$ cat src/hw/rtl/frt_pkg.sv
// Shared constants, op codes and transfer structs for the fragment reassembly tracker.
`timescale 1ns / 1ps
`default_nettype none

package frt_pkg;

    localparam int MAX_CHUNKS  = 64;
    localparam int CHUNK_BYTES = 220;
    localparam int STORE_BYTES = MAX_CHUNKS * CHUNK_BYTES;

    localparam int OP_W     = 2;
    localparam int SEQ_W    = 8;
    localparam int IDX_W    = 8;
    localparam int DATA_W   = 8;
    localparam int ADDR_W   = 14;
    localparam int CNT_W    = 7;
    localparam int LEN_W    = 14;
    localparam int MAP_IDX_W = $clog2(MAX_CHUNKS);

    localparam logic [OP_W-1:0] OP_DATA  = 2'd0;
    localparam logic [OP_W-1:0] OP_QUERY = 2'd1;
    localparam logic [OP_W-1:0] OP_READ  = 2'd2;

    typedef struct packed {
        logic [OP_W-1:0]   op;
        logic [SEQ_W-1:0]  seq_num;
        logic [IDX_W-1:0]  byte_index;
        logic [DATA_W-1:0] data_byte;
        logic              last_byte;
        logic [ADDR_W-1:0] read_address;
    } frt_item_t;

    typedef struct packed {
        logic              accepted;
        logic              newly_received;
        logic              complete;
        logic [CNT_W-1:0]  received_count;
        logic              chunk_present;
        logic              read_sel;
        logic [LEN_W-1:0]  assembled_length;
        logic [LEN_W-1:0]  new_byte_total;
    } frt_result_t;

    typedef struct packed {
        logic              en;
        logic [ADDR_W-1:0] addr;
        logic [DATA_W-1:0] data;
    } frt_wr_t;

endpackage

`default_nettype wire

$ cat src/hw/rtl/frt_tracker.sv
// Chunk bitmap, counters and per-item decision logic.
`timescale 1ns / 1ps
`default_nettype none

module frt_tracker
    import frt_pkg::*;
(
    input  wire logic             clk,
    input  wire logic             rst_n,
    input  wire logic             cfg_we,
    input  wire logic [CNT_W-1:0] cfg_data,
    input  wire logic             item_valid,
    input  wire frt_item_t        item,
    output frt_result_t           res,
    output frt_wr_t               wr,
    output logic                  rd_en
);

    logic [CNT_W-1:0]      expected_reg, expected_next;
    logic [MAX_CHUNKS-1:0] map_reg, map_next;
    logic [CNT_W-1:0]      total_reg, total_next;
    logic [LEN_W-1:0]      bytes_reg, bytes_next;
    logic [LEN_W-1:0]      length_reg, length_next;

    logic [CNT_W-1:0]     lim;
    logic [MAP_IDX_W-1:0] seq_idx;
    logic                 seq_ok;
    logic                 idx_ok;
    logic [ADDR_W-1:0]    pos;
    logic [LEN_W-1:0]     end_off;

    always_comb
    begin
        // Counts above the bitmap size saturate.
        lim = (expected_reg > CNT_W'(MAX_CHUNKS)) ? CNT_W'(MAX_CHUNKS) : expected_reg;
        seq_idx = item.seq_num[MAP_IDX_W-1:0];
        seq_ok  = item.seq_num < {1'b0, lim};
        idx_ok  = {1'b0, item.byte_index} < (IDX_W + 1)'(CHUNK_BYTES);
        pos     = ADDR_W'(seq_idx) * ADDR_W'(CHUNK_BYTES) + ADDR_W'(item.byte_index);
        end_off = LEN_W'(pos) + LEN_W'(1);

        expected_next = expected_reg;
        map_next      = map_reg;
        total_next    = total_reg;
        bytes_next    = bytes_reg;
        length_next   = length_reg;
        res           = '0;
        wr            = '0;
        rd_en         = 1'b0;

        if (item_valid)
        begin
            case (item.op)
                OP_DATA:
                begin
                    if (seq_ok && idx_ok)
                    begin
                        res.accepted = 1'b1;
                        wr.en   = 1'b1;
                        wr.addr = pos;
                        wr.data = item.data_byte;
                        if (end_off > length_reg)
                        begin
                            length_next = end_off;
                        end
                        if (item.last_byte && !map_reg[seq_idx])
                        begin
                            map_next[seq_idx]  = 1'b1;
                            total_next         = total_reg + CNT_W'(1);
                            bytes_next         = bytes_reg + LEN_W'(item.byte_index)
                                                 + LEN_W'(1);
                            res.newly_received = 1'b1;
                        end
                        res.complete = total_next >= lim;
                    end
                end
                OP_QUERY:
                begin
                    res.chunk_present = seq_ok && map_reg[seq_idx];
                end
                OP_READ:
                begin
                    rd_en        = item.read_address < ADDR_W'(STORE_BYTES);
                    res.read_sel = rd_en;
                end
                default:
                begin
                end
            endcase
        end

        res.received_count   = total_next;
        res.assembled_length = length_next;
        res.new_byte_total   = bytes_next;

        // A new expected count restarts reassembly; the buffer keeps its bytes.
        if (cfg_we)
        begin
            expected_next = cfg_data;
            map_next      = '0;
            total_next    = '0;
            bytes_next    = '0;
            length_next   = '0;
        end
    end

    always_ff @(posedge clk or negedge rst_n)
    begin
        if (!rst_n)
        begin
            expected_reg <= '0;
            map_reg      <= '0;
            total_reg    <= '0;
            bytes_reg    <= '0;
            length_reg   <= '0;
        end
        else
        begin
            expected_reg <= expected_next;
            map_reg      <= map_next;
            total_reg    <= total_next;
            bytes_reg    <= bytes_next;
            length_reg   <= length_next;
        end
    end

endmodule

`default_nettype wire

$ cat config.mk
export PLATFORM = sky130hd
export DESIGN_NAME = frt_tracker
export DESIGN_NICKNAME = d
export VERILOG_FILES = /design/src/hw/rtl/frt_pkg.sv /design/src/hw/rtl/frt_tracker.sv
export SDC_FILE = /design/constraint.sdc
export NUM_CORES = 1
export LEC_CHECK = 0
export BUFFER_PORTS_ARGS = -buffer_cell sky130_fd_sc_hd__buf_4
export CORE_AREA = 2 2 121 135
export DETAILED_ROUTE_END_ITERATION = 10
export DIE_AREA = 0 0 123 137
export PLACE_DENSITY = 0.78
export SETUP_SLACK_MARGIN = 0.05
export SLEW_MARGIN = 15
export SYNTH_ARGS = -nofsm -noshare
export SYNTH_HDL_FRONTEND = slang
export SYNTH_SLANG_ARGS = --single-unit
$ cat constraint.sdc
create_clock -name clk -period 6.6 [get_ports clk]
set_clock_uncertainty 0.15 [all_clocks]
set_input_delay 0 -clock clk [delete_from_list [all_inputs] [get_ports clk]]
set_output_delay 0 -clock clk [all_outputs]
set_load 0.02 [all_outputs]
After elaboration in Yosys (flattened, before gate mapping):

Index checks and enable logic that the tools add are counted.

* $lt $le $gt $ge: 8
* multiplexer cells: 39
* $mul: 1
* bitwise logic cells: 1
* reduce and logical (&&, ||, !) cells: 11
* eq/ne operators: 2
* add/sub/neg operators: 5

Operator list (number)
* $mux 64: 5
* $mux 14: 10
* $mux 23: 3
* $or 64x64->64: 1
* $mux 7: 9
* $add 14x1->14 const B: 2
* $add 14x8->14: 2
* $gt 14x14->1: 1
* $lt 14x14->1 const B: 1
* $mul 6x6->12 const B: 1
* $mux 3: 3
* $lt 8x7->1: 1
* $lt 8x8->1 const B: 1
* $reduce_bool 2->1: 4
* $add 7x1->7 const B: 1
* $ge 7x7->1: 1
* $gt 7x7->1 const B: 1
* $lt 6x7->1 const B: 1
* $bmux 1 s6: 1
* $demux 1 s6: 1
* $ge 6x1->1 const B: 1
* $mux 1: 6
* $logic_and 1x1->1: 4
* $reduce_and 4->1: 1
* 5 further kinds: 5

* logic and storage cells: 72
* output and inout bits: 64
* register bits: 106
* input bits: 52

Logic depth before layout (Yosys ltp):

Gate-level depths: netlist of run 1.

* word-level depth: 12
* gate-level depth with buffers: 27

Least setup slack after synthesis of run 1:

No wires, ideal clock.

* path type: input-to-reg
* from: in item[32] (netlist bit)
* to: reg length_reg[0]
* library setup time: 119 ps
* data required time: 6331 ps
* stages: 27
* buffers on the path: 3
* path slack: 120 ps
* arrival time: 6211 ps
* cell sequence: clkbuf_1 > buf_2 > inv_1 > fa_1 > inv_1 > ha_1 > ha_1 > inv_1 > fa_1 > xnor2_1 > ha_1 > inv_1 > o21ba_2 > nor4b_1 > xnor2_1 > a2111oi_1 > o211ai_1 > xnor2_1 > ha_1 > nand4_1 > nor2_1 > o31a_1 > a2111oi_1 > or2_2 > clkbuf_1 > o21ai_0 > and2_1

RTL lines
* from (decl): line frt_tracker.sv:13 `input wire frt_item_t item,`
* to (signal assigned): line frt_tracker.sv:123 `length_reg <= length_next;`
* to (decl): line frt_tracker.sv:23 `logic [LEN_W-1:0] length_reg, length_next;`

==> results of run 1 <==
[final timing paths]
path / to / depth (start not counted)
setup / recovery: res[19] / 25
hold / removal: length_reg[6]$_DFF_PN0_ / 2
setup reg to reg: bytes_reg[13]$_DFF_PN0_ / 12
hold reg to reg: map_reg[31]$_DFFE_PN0P_ / 1
max in group asynchronous: map_reg[51]$_DFFE_PN0P_ / 3
min in group clk: length_reg[1]$_DFF_PN0_ / 4
[what timing repair did]
action,4_1_cts,5_1_grt
setup endpoints to repair,0,18
hold endpoints to repair,51,0
gates resized for setup,0,2
hold buffers,18,0
[synthesized netlist by cell type (16+ instances only)]
cell type / instances
and2_1: 46
dfrtp_1: 106
nand2_1: 32
nor2_1: 42
mux4_2: 20
xnor2_1: 32
a21oi_1: 20
xor2_1: 16
o2bb2ai_1: 65
mux2_2: 23
inv_1: 53
ha_1: 73
[kinds of logic (layout without fill, tap and decap cells)]
logic type,Yosys count,in the layout,synth area share [%]
fa+ha+maj,84,84,15.2
flops,106,106,35.6
simple gates,191,191,13.7
xor+xnor,48,48,5.65
mux,46,46,10.0
compound gates,151,151,15.5
buf+inv,79,208,4.25
[final cells by class]
cell class,count,share of cell area (%)
clock buffers,9,2.51
clock inverters,7,0.879
inverters,56,2.34
multi-input cells,520,50.0
flip-flops and latches,106,29.6
well taps,200,2.79
repair buffers,136,11.9
[power by group through the flow]
| stage | clock, mW | sequential, mW | combinational [mW] |
|---|---|---|---|
| final | 0.560 | 0.662 | 0.904 |
| after global routing | 0.597 | 0.663 | 1.02 |
| after CTS | 0.573 | 0.662 | 0.900 |
| after detailed placement | 0 | 0.674 | 0.881 |
| after global placement | 0 | 0.674 | 0.864 |
| after floorplan | 0 | 0.673 | 0.647 |
[routing by layer]
metal | share of wire [%] | routed length [microns]
met1 | 44 | 7760
met2 | 49 | 8760
met3 | 5.1 | 915
met4 | 2.2 | 388
met5 | 0 | 0
[stage by stage]
| step | instance area [sq um] | util (%) |
|---|---|---|
| after floorplan | 7440 | - |
| after global placement | 8470 | 54.7 |
| after detailed placement | 8470 | 54.7 |
| after CTS | 8960 | 57.8 |
| after global routing | 8970 | 57.9 |
| final | 8970 | 57.9 |
==> flow_metrics.env, run 1 <==
export IMPL_yosysWarnings=0
export IMPL_fin_crit_ps=6110
export IMPL_htree_levels=3
export IMPL_syn_num_nets=841
export IMPL_p_total_mw=2.13
export IMPL_cp_end_kind="output pin"
export IMPL_synth_avg_cell_area_sq_um=10.6
export IMPL_use_met1_pct=28.4
export IMPL_p_int_mw=1.35
export IMPL_core_sq_mm=0.0155
export IMPL_yosys_top_cells_area="dfrtp_1 (36%), ha_1 (12%), o2bb2ai_1 (7.6%)"
export IMPL_drive_gt1_share_pct=24.0
export IMPL_netlist_area_leader_share_pct=35.6
export IMPL_critPathRequiredTime_ps=6450
export IMPL_clock_fmax_mhz=164
export IMPL_critical_path_top_delay_family="adder cells"
export IMPL_fin_tns_setup_ps=0
export IMPL_wirelength_mm=17.8
export IMPL_first_pass_iters=5
export IMPL_register_area_sq_mm=0.00265
export IMPL_met2_usage_pct=36.8
export IMPL_root_buffer="clkbuf_16"
export IMPL_regToRegStartpoint="expected_reg[6]$_DFFE_PN0P_"
export IMPL_fin_crit_sh_pct=92.6
export IMPL_drc=0
export IMPL_dp_cells=1000
export IMPL_whs_ps=25.8
export IMPL_dpl_worst_slack_ps=145
export IMPL_grt_pass1_wl_mm=28.5
export IMPL_setup_violations_final=0
export IMPL_fp_dieArea_sq_mm=0.0169
export IMPL_r2r_slack_ps=1740
export IMPL_critPathMaxStageDelay_ps=560
export IMPL_overflow=0
export IMPL_layout_setup_ws_ps=485
export IMPL_crit_type="input pin to output pin"
export IMPL_critPathLaunch="item[33]"
export IMPL_fill_cells=1334
export IMPL_crit_fanout=11
export IMPL_grt_busiest_layer="met2"
export IMPL_synth_area_sq_mm=0.00744
export IMPL_placementRows=48
export IMPL_grt_max_degree=99
export IMPL_dr_first_iter_drc_count=351
export IMPL_grt_pass1_vias=5762
export IMPL_fin_nets=965
export IMPL_grt_usage_pct=21.7
export IMPL_p_leak_nw=4.24
export IMPL_power_switching_uw=779
export IMPL_rsz0062_at_grt="true"
export IMPL_io_pins=116
export IMPL_p_per_area_mw_per_mm2=237
export IMPL_combinationalPowerShare_pct=42.5
export IMPL_finalHoldViolations=0
export IMPL_dieHeight_microns=137
export IMPL_slew_viol_final=0
export IMPL_route_vias_total=5815
export IMPL_largest_register_ffs=64
export IMPL_power_switching_share_pct=36.7
export IMPL_path_clk_slew_ps=80
export IMPL_synth_edf_count=0
export IMPL_worst_path_buf_inv=6
export IMPL_cts_tree="done"
export IMPL_seq_power_share_pct=31.1
export IMPL_synth_area_leader_cell="dfrtp_1"
export IMPL_port_buffers=107
export IMPL_ys_flop_type="dfrtp_1"
export IMPL_clk_latency_ps=360
export IMPL_layout_cells_most_common="buf_4"
export IMPL_yosysSeqAreaShare_pct=35.6
export IMPL_clkPwrFrac_pct=26.4
export IMPL_clock_path_buffers=2
export IMPL_cp_arrival_ps=5960
export IMPL_die_x_microns=123
export IMPL_worstSetupStartpointType="input pin"
export IMPL_cts_buffers=9
export IMPL_async_reset_ff_share_pct=100
export IMPL_wire_per_inst_microns=17.2
export IMPL_tightestPinTransition_ps=969
export IMPL_status="finished clean"
export IMPL_start_util_pct=48.0
export IMPL_antenna_left=0
export IMPL_relSlewSlack_pct=35.4
export IMPL_drv_cap=0
export IMPL_antenna_found_initial=0
export IMPL_ys_ff_latch=106
export IMPL_clock_sinks=106
export IMPL_fin_cells=1034
export IMPL_multi_input_area_sq_mm=0.00448
export IMPL_dp_hpwl_mm=12.9
export IMPL_ir_worst_vdd_v=0.000208
export IMPL_gp_congestion=0.859
export IMPL_cpMaxStageDelayCell="fa_1"
export IMPL_cts_setup_buffers=0
export IMPL_ys_types=63
export IMPL_synth_cells=705
export IMPL_layout_common_cells="buf_4 (118), dfrtp_1 (106), ha_1 (73), o2bb2ai_1 (65), inv_1 (53)"
export IMPL_met3_usage_pct=3.00
export IMPL_vias_per_cell=5.62
export IMPL_hp_class="input pin to asynchronous set/reset pin"
export IMPL_area_delta_synth_final_pct=20.4
export IMPL_diodes=0
Note: power is estimated with default switching activity, not from simulation.
==> run 2: changes to the inputs <==
CORE_AREA = 2 2 154 171   (was 2 2 121 135)
CTS_CLUSTER_DIAMETER = 200   (was unset)
DIE_AREA = 0 0 156 173   (was 0 0 123 137)
PLACE_DENSITY = 0.54   (was 0.78)
==> flow_metrics.env, run 2 (same netlist as run 1, synthesis figures left out) <==
export IMPL_io_pins=116
export IMPL_core_sq_mm=0.0251
export IMPL_path_clk_slew_ps=80
export IMPL_area_delta_synth_final_pct=22.9
export IMPL_antenna_left=0
export IMPL_clock_path_buffers=2
export IMPL_placementRows=61
export IMPL_wirelength_mm=19.4
export IMPL_crit_type="input pin to output pin"
export IMPL_first_pass_iters=4
export IMPL_relSlewSlack_pct=36.7
export IMPL_p_leak_nw=4.26
export IMPL_tightestPinTransition_ps=949
export IMPL_clock_fmax_mhz=164
export IMPL_hp_class="input pin to asynchronous set/reset pin"
export IMPL_dieHeight_microns=173
export IMPL_setup_violations_final=0
export IMPL_drc=0
export IMPL_cpMaxStageDelayCell="fa_1"
export IMPL_p_per_area_mw_per_mm2=237
export IMPL_layout_setup_ws_ps=492
export IMPL_htree_levels=3
export IMPL_gp_congestion=0.764
export IMPL_worst_path_buf_inv=7
export IMPL_critPathMaxStageDelay_ps=510
export IMPL_slew_viol_final=0
export IMPL_root_buffer="clkbuf_16"
export IMPL_layout_common_cells="buf_4 (121), dfrtp_1 (106), ha_1 (73), o2bb2ai_1 (65), inv_1 (53)"
export IMPL_grt_pass1_wl_mm=31.3
export IMPL_critical_path_top_delay_family="adder cells"
export IMPL_cts_tree="done"
export IMPL_grt_usage_pct=14.5
export IMPL_multi_input_area_sq_mm=0.00449
export IMPL_final_core_util_pct=36.4
export IMPL_antenna_found_initial=1
export IMPL_vias_per_cell=4.98
export IMPL_cts_setup_buffers=0
export IMPL_route_vias_total=5732
export IMPL_cts_buffers=9
export IMPL_dp_hpwl_mm=14.1
export IMPL_critPathRequiredTime_ps=6450
export IMPL_largest_register_ffs=64
export IMPL_finalHoldViolations=0
export IMPL_start_util_pct=29.6
export IMPL_register_area_sq_mm=0.00265
export IMPL_clock_sinks=106
export IMPL_drive_gt1_share_pct=24.4
export IMPL_fin_nets=968
export IMPL_cp_end_kind="output pin"
export IMPL_grt_pass1_vias=5802
export IMPL_diodes=0
export IMPL_rsz0062_at_grt="false"
export IMPL_fin_crit_ps=6110
export IMPL_status="finished clean"
export IMPL_grt_max_degree=81
export IMPL_fill_cells=2522
export IMPL_overflow=0
export IMPL_fin_tns_setup_ps=0
export IMPL_fin_crit_sh_pct=92.5
export IMPL_crit_fanout=8
export IMPL_dpl_worst_slack_ps=120
export IMPL_layout_cells_most_common="buf_4"
export IMPL_dr_first_iter_drc_count=212
export IMPL_die_x_microns=156
export IMPL_worstSetupStartpointType="input pin"
export IMPL_ir_worst_vdd_v=0.000160
export IMPL_port_buffers=107
export IMPL_drv_cap=0
export IMPL_cp_arrival_ps=5960
export IMPL_clk_latency_ps=360
export IMPL_whs_ps=10.9
export IMPL_wire_per_inst_microns=16.9
export IMPL_fp_dieArea_sq_mm=0.0270
run 2: cell types whose count changed in the layout (fill, tap and decap cells not counted):
cell	previous run	this run
buf_4	118	121
bufinv_16	1	0
clkinv_2	1	0
clkinv_4	2	0
clkinv_8	0	3
clkinvlp_4	2	0
inv_12	0	1
inv_6	0	3
inv_8	1	0
o41ai_1	2	1
o41ai_2	0	1
run 2: what timing repair did:
item | CTS | global route
endpoints found under the setup margin | 0 | 17
hold endpoints to repair | 47 | 0
hold buffers | 18 | 0
gates resized for setup | 0 | 3
run 2: power breakdown:
| part | switching, mW | leakage (nW) | internal, mW |
|---|---|---|---|
| Combinational | 0.523 | 2.64 | 0.399 |
| Clock | 0.306 | 0.152 | 0.276 |
| Sequential | 0.00474 | 1.47 | 0.657 |
run 2: worst register-to-register path, stage by stage, from the launching register on:
cell,delay [ps]
dfrtp_1,420
inv_1,190
nand2_1,140
ha_1,310
a21o_1,160
a2111oi_0,590
nand4b_1,150
nand2b_1,400
inv_2,390
and3_1,850
o211ai_1,290
or4_1,530
o21ai_1,80
run 2: area by class of cell:
cell class,count,share of cell area [%]
timing repair buffer,139,11.9
clock buffer,9,2.46
tap,315,4.31
inverter,56,2.30
multi-input combinational,520,49.1
clock inverter,7,0.998
sequential,106,29.0
run 2: metal layers:
metal | up-vias | global-route usage (%) | share of wire (%)
met2 | 114 | 24.6 | 49
met4 | 2 | 3.33 | 1.3
li1 | 2799 | - | -
met5 | - | 0 | 0.082
met1 | 2800 | 19.0 | 46
met3 | 17 | 2.71 | 4.2
run 2: per-stage QoR:
stage	power [mW]	cells	cell area, sq um
floorplan	1.32	705	7440
detailed placement	1.58	1118	8640
global placement	1.58	1118	8640
CTS	2.19	1152	9140
finish	2.17	1152	9150
global route	2.32	1152	9150
run 2: final timing paths:
kind / startpoint / end / slack (ps) / cells past startpoint
worst max-delay path: item[34] / res[26] / 490 / 27
worst min-delay path: rst_n / length_reg[1]$_DFF_PN0_ / 10 / 2
worst max register to register: expected_reg[6]$_DFFE_PN0P_ / bytes_reg[13]$_DFF_PN0_ / 1890 / 12
worst min register to register: map_reg[46]$_DFFE_PN0P_ / map_reg[46]$_DFFE_PN0P_ / 340 / 1
max in group asynchronous: rst_n / map_reg[56]$_DFFE_PN0P_ / 4990 / 3
min in group clk: item[24] / length_reg[1]$_DFF_PN0_ / 80 / 4
==> run 3: changes to the inputs <==
PLACE_DENSITY = 0.46   (was 0.54)
==> flow_metrics.env, run 3 (same netlist as run 1, synthesis figures left out) <==
export IMPL_clock_path_buffers=2
export IMPL_grt_usage_pct=14.9
export IMPL_register_area_sq_mm=0.00265
export IMPL_layout_cells_most_common="buf_4"
export IMPL_ir_worst_vdd_v=0.000106
export IMPL_clock_fmax_mhz=165
export IMPL_rsz0062_at_grt="false"
export IMPL_clk_latency_ps=360
export IMPL_fill_cells=2559
export IMPL_core_sq_mm=0.0251
export IMPL_largest_register_ffs=64
export IMPL_route_vias_total=5694
export IMPL_area_delta_synth_final_pct=22.8
export IMPL_slew_viol_final=0
export IMPL_crit_type="input pin to output pin"
export IMPL_use_met1_pct=19.6
export IMPL_relSlewSlack_pct=44.8
export IMPL_root_buffer="clkbuf_16"
export IMPL_diodes=0
export IMPL_regToRegStartpoint="expected_reg[6]$_DFFE_PN0P_"
export IMPL_p_per_area_mw_per_mm2=236
export IMPL_met2_usage_pct=25.3
export IMPL_cts_tree="done"
export IMPL_cp_arrival_ps=5900
export IMPL_drive_gt1_share_pct=24.4
export IMPL_min_path_cells=4
export IMPL_antenna_left=0
export IMPL_holdCritStartpoint="item[24]"
export IMPL_placementRows=61
export IMPL_whs_ps=55.9
export IMPL_first_pass_iters=4
export IMPL_fin_crit_ps=6050
export IMPL_hp_class="input pin to flop"
export IMPL_drc=0
export IMPL_dr_first_iter_drc_count=258
export IMPL_dp_hpwl_mm=14.6
export IMPL_multi_input_area_sq_mm=0.00450
export IMPL_wire_per_inst_microns=17.3
export IMPL_grt_max_degree=75
export IMPL_drv_cap=0
export IMPL_fp_dieArea_sq_mm=0.0270
export IMPL_clock_sinks=106
export IMPL_grt_busiest_layer="met2"
export IMPL_tightestPinTransition_ps=828
export IMPL_finalHoldViolations=0
export IMPL_path_clk_slew_ps=90
export IMPL_critPathRequiredTime_ps=6450
export IMPL_io_pins=116
export IMPL_grt_pass1_vias=5848
export IMPL_r2r_slack_ps=2280
export IMPL_overflow=0
export IMPL_dieHeight_microns=173
export IMPL_p_leak_nw=4.25
export IMPL_antenna_found_initial=1
export IMPL_fin_crit_sh_pct=91.7
export IMPL_vias_per_cell=4.95
export IMPL_worstSetupStartpointType="input pin"
export IMPL_start_util_pct=29.6
export IMPL_r2r_end="bytes_reg[13]$_DFF_PN0_"
export IMPL_port_buffers=107
export IMPL_wirelength_mm=19.9
export IMPL_layout_common_cells="buf_4 (120), dfrtp_1 (106), ha_1 (73), o2bb2ai_1 (65), inv_1 (53)"
export IMPL_cp_end_kind="output pin"
export IMPL_worst_r2r_cell_count=13
export IMPL_cts_buffers=9
export IMPL_cts_setup_buffers=0
export IMPL_fin_tns_setup_ps=0
export IMPL_setup_violations_final=0
export IMPL_die_x_microns=156
export IMPL_fin_nets=967
export IMPL_met3_usage_pct=2.91
export IMPL_crit_fanout=11
export IMPL_htree_levels=3
export IMPL_gp_congestion=0.777
export IMPL_hold_path_endpoint="length_reg[1]$_DFF_PN0_"
export IMPL_status="finished clean"
export IMPL_grt_pass1_wl_mm=31.6
run 3: worst max-delay path by stage:
stage | startpoint | end | slack (ps)
after floorplan | item[32] | length_reg[0]$_DFF_PN0_ | 120
after global placement | item[35] | length_reg[11]$_DFF_PN0_ | 210
after detailed placement | item[35] | length_reg[5]$_DFF_PN0_ | 30
after CTS | item[35] | res[27] | 120
after global routing | item[35] | res[27] | 80
final | item[35] | res[27] | 550
run 3: per-layer routing:
| metal | up-vias | routed length, microns |
|---|---|---|
| met2 | 96 | 9580 |
| met3 | 16 | 718 |
| met1 | 2780 | 9360 |
| met5 | - | 13 |
| met4 | 2 | 226 |
| li1 | 2800 | - |
run 3: where the power goes:
part | switching (mW) | leakage, nW | internal (mW)
Combinational | 0.529 | 2.64 | 0.398
Clock | 0.296 | 0.150 | 0.272
Sequential | 0.00447 | 1.47 | 0.657
run 3: cell type report:
cell class | instances | area share, %
multi-input cells | 520 | 49.2
well taps | 315 | 4.31
repair buffers | 138 | 11.8
inverters | 56 | 2.30
clock inverters | 7 | 0.890
clock buffers | 9 | 2.46
flip-flops and latches | 106 | 29.0
run 3: metrics by stage:
step           instances  utilization, %  area, sq um  total power, mW  setup WS, ps
6_report            1151            36.4         9140             2.16           550
2_1_floorplan        705               -         7440             1.32           120
3_3_place_gp        1117            34.4         8630             1.59           207
5_1_grt             1151            36.4         9140             2.33          83.7
3_5_place_dp        1117            34.4         8630             1.59          32.3
4_1_cts             1151            36.3         9120             2.18           121
run 3: repair_timing:
| item | 4_1_cts | 5_1_grt |
|---|---|---|
| hold buffers | 18 | 0 |
| gates resized for setup | 0 | 4 |
| setup endpoints to repair | 0 | 18 |
| endpoints found under the hold margin | 68 | 0 |
run 3: critical path, stage by stage:
cell and delay, ps:
buf_4 160, clkinv_1 120, fa_1 490, inv_1 40, ha_1 270, ha_1 300, inv_1 60, fa_1 450
xnor2_1 140, ha_1 330, inv_1 90, o21ba_2 220, nor4b_1 350, xnor2_1 210, nor3_1 350, nor3b_1 280
xnor2_1 150, ha_1 320, nand4_1 170, nor2_1 140, o31a_1 150, a2111oi_2 50, nor2_2 480, mux2_2 420
buf_4 160
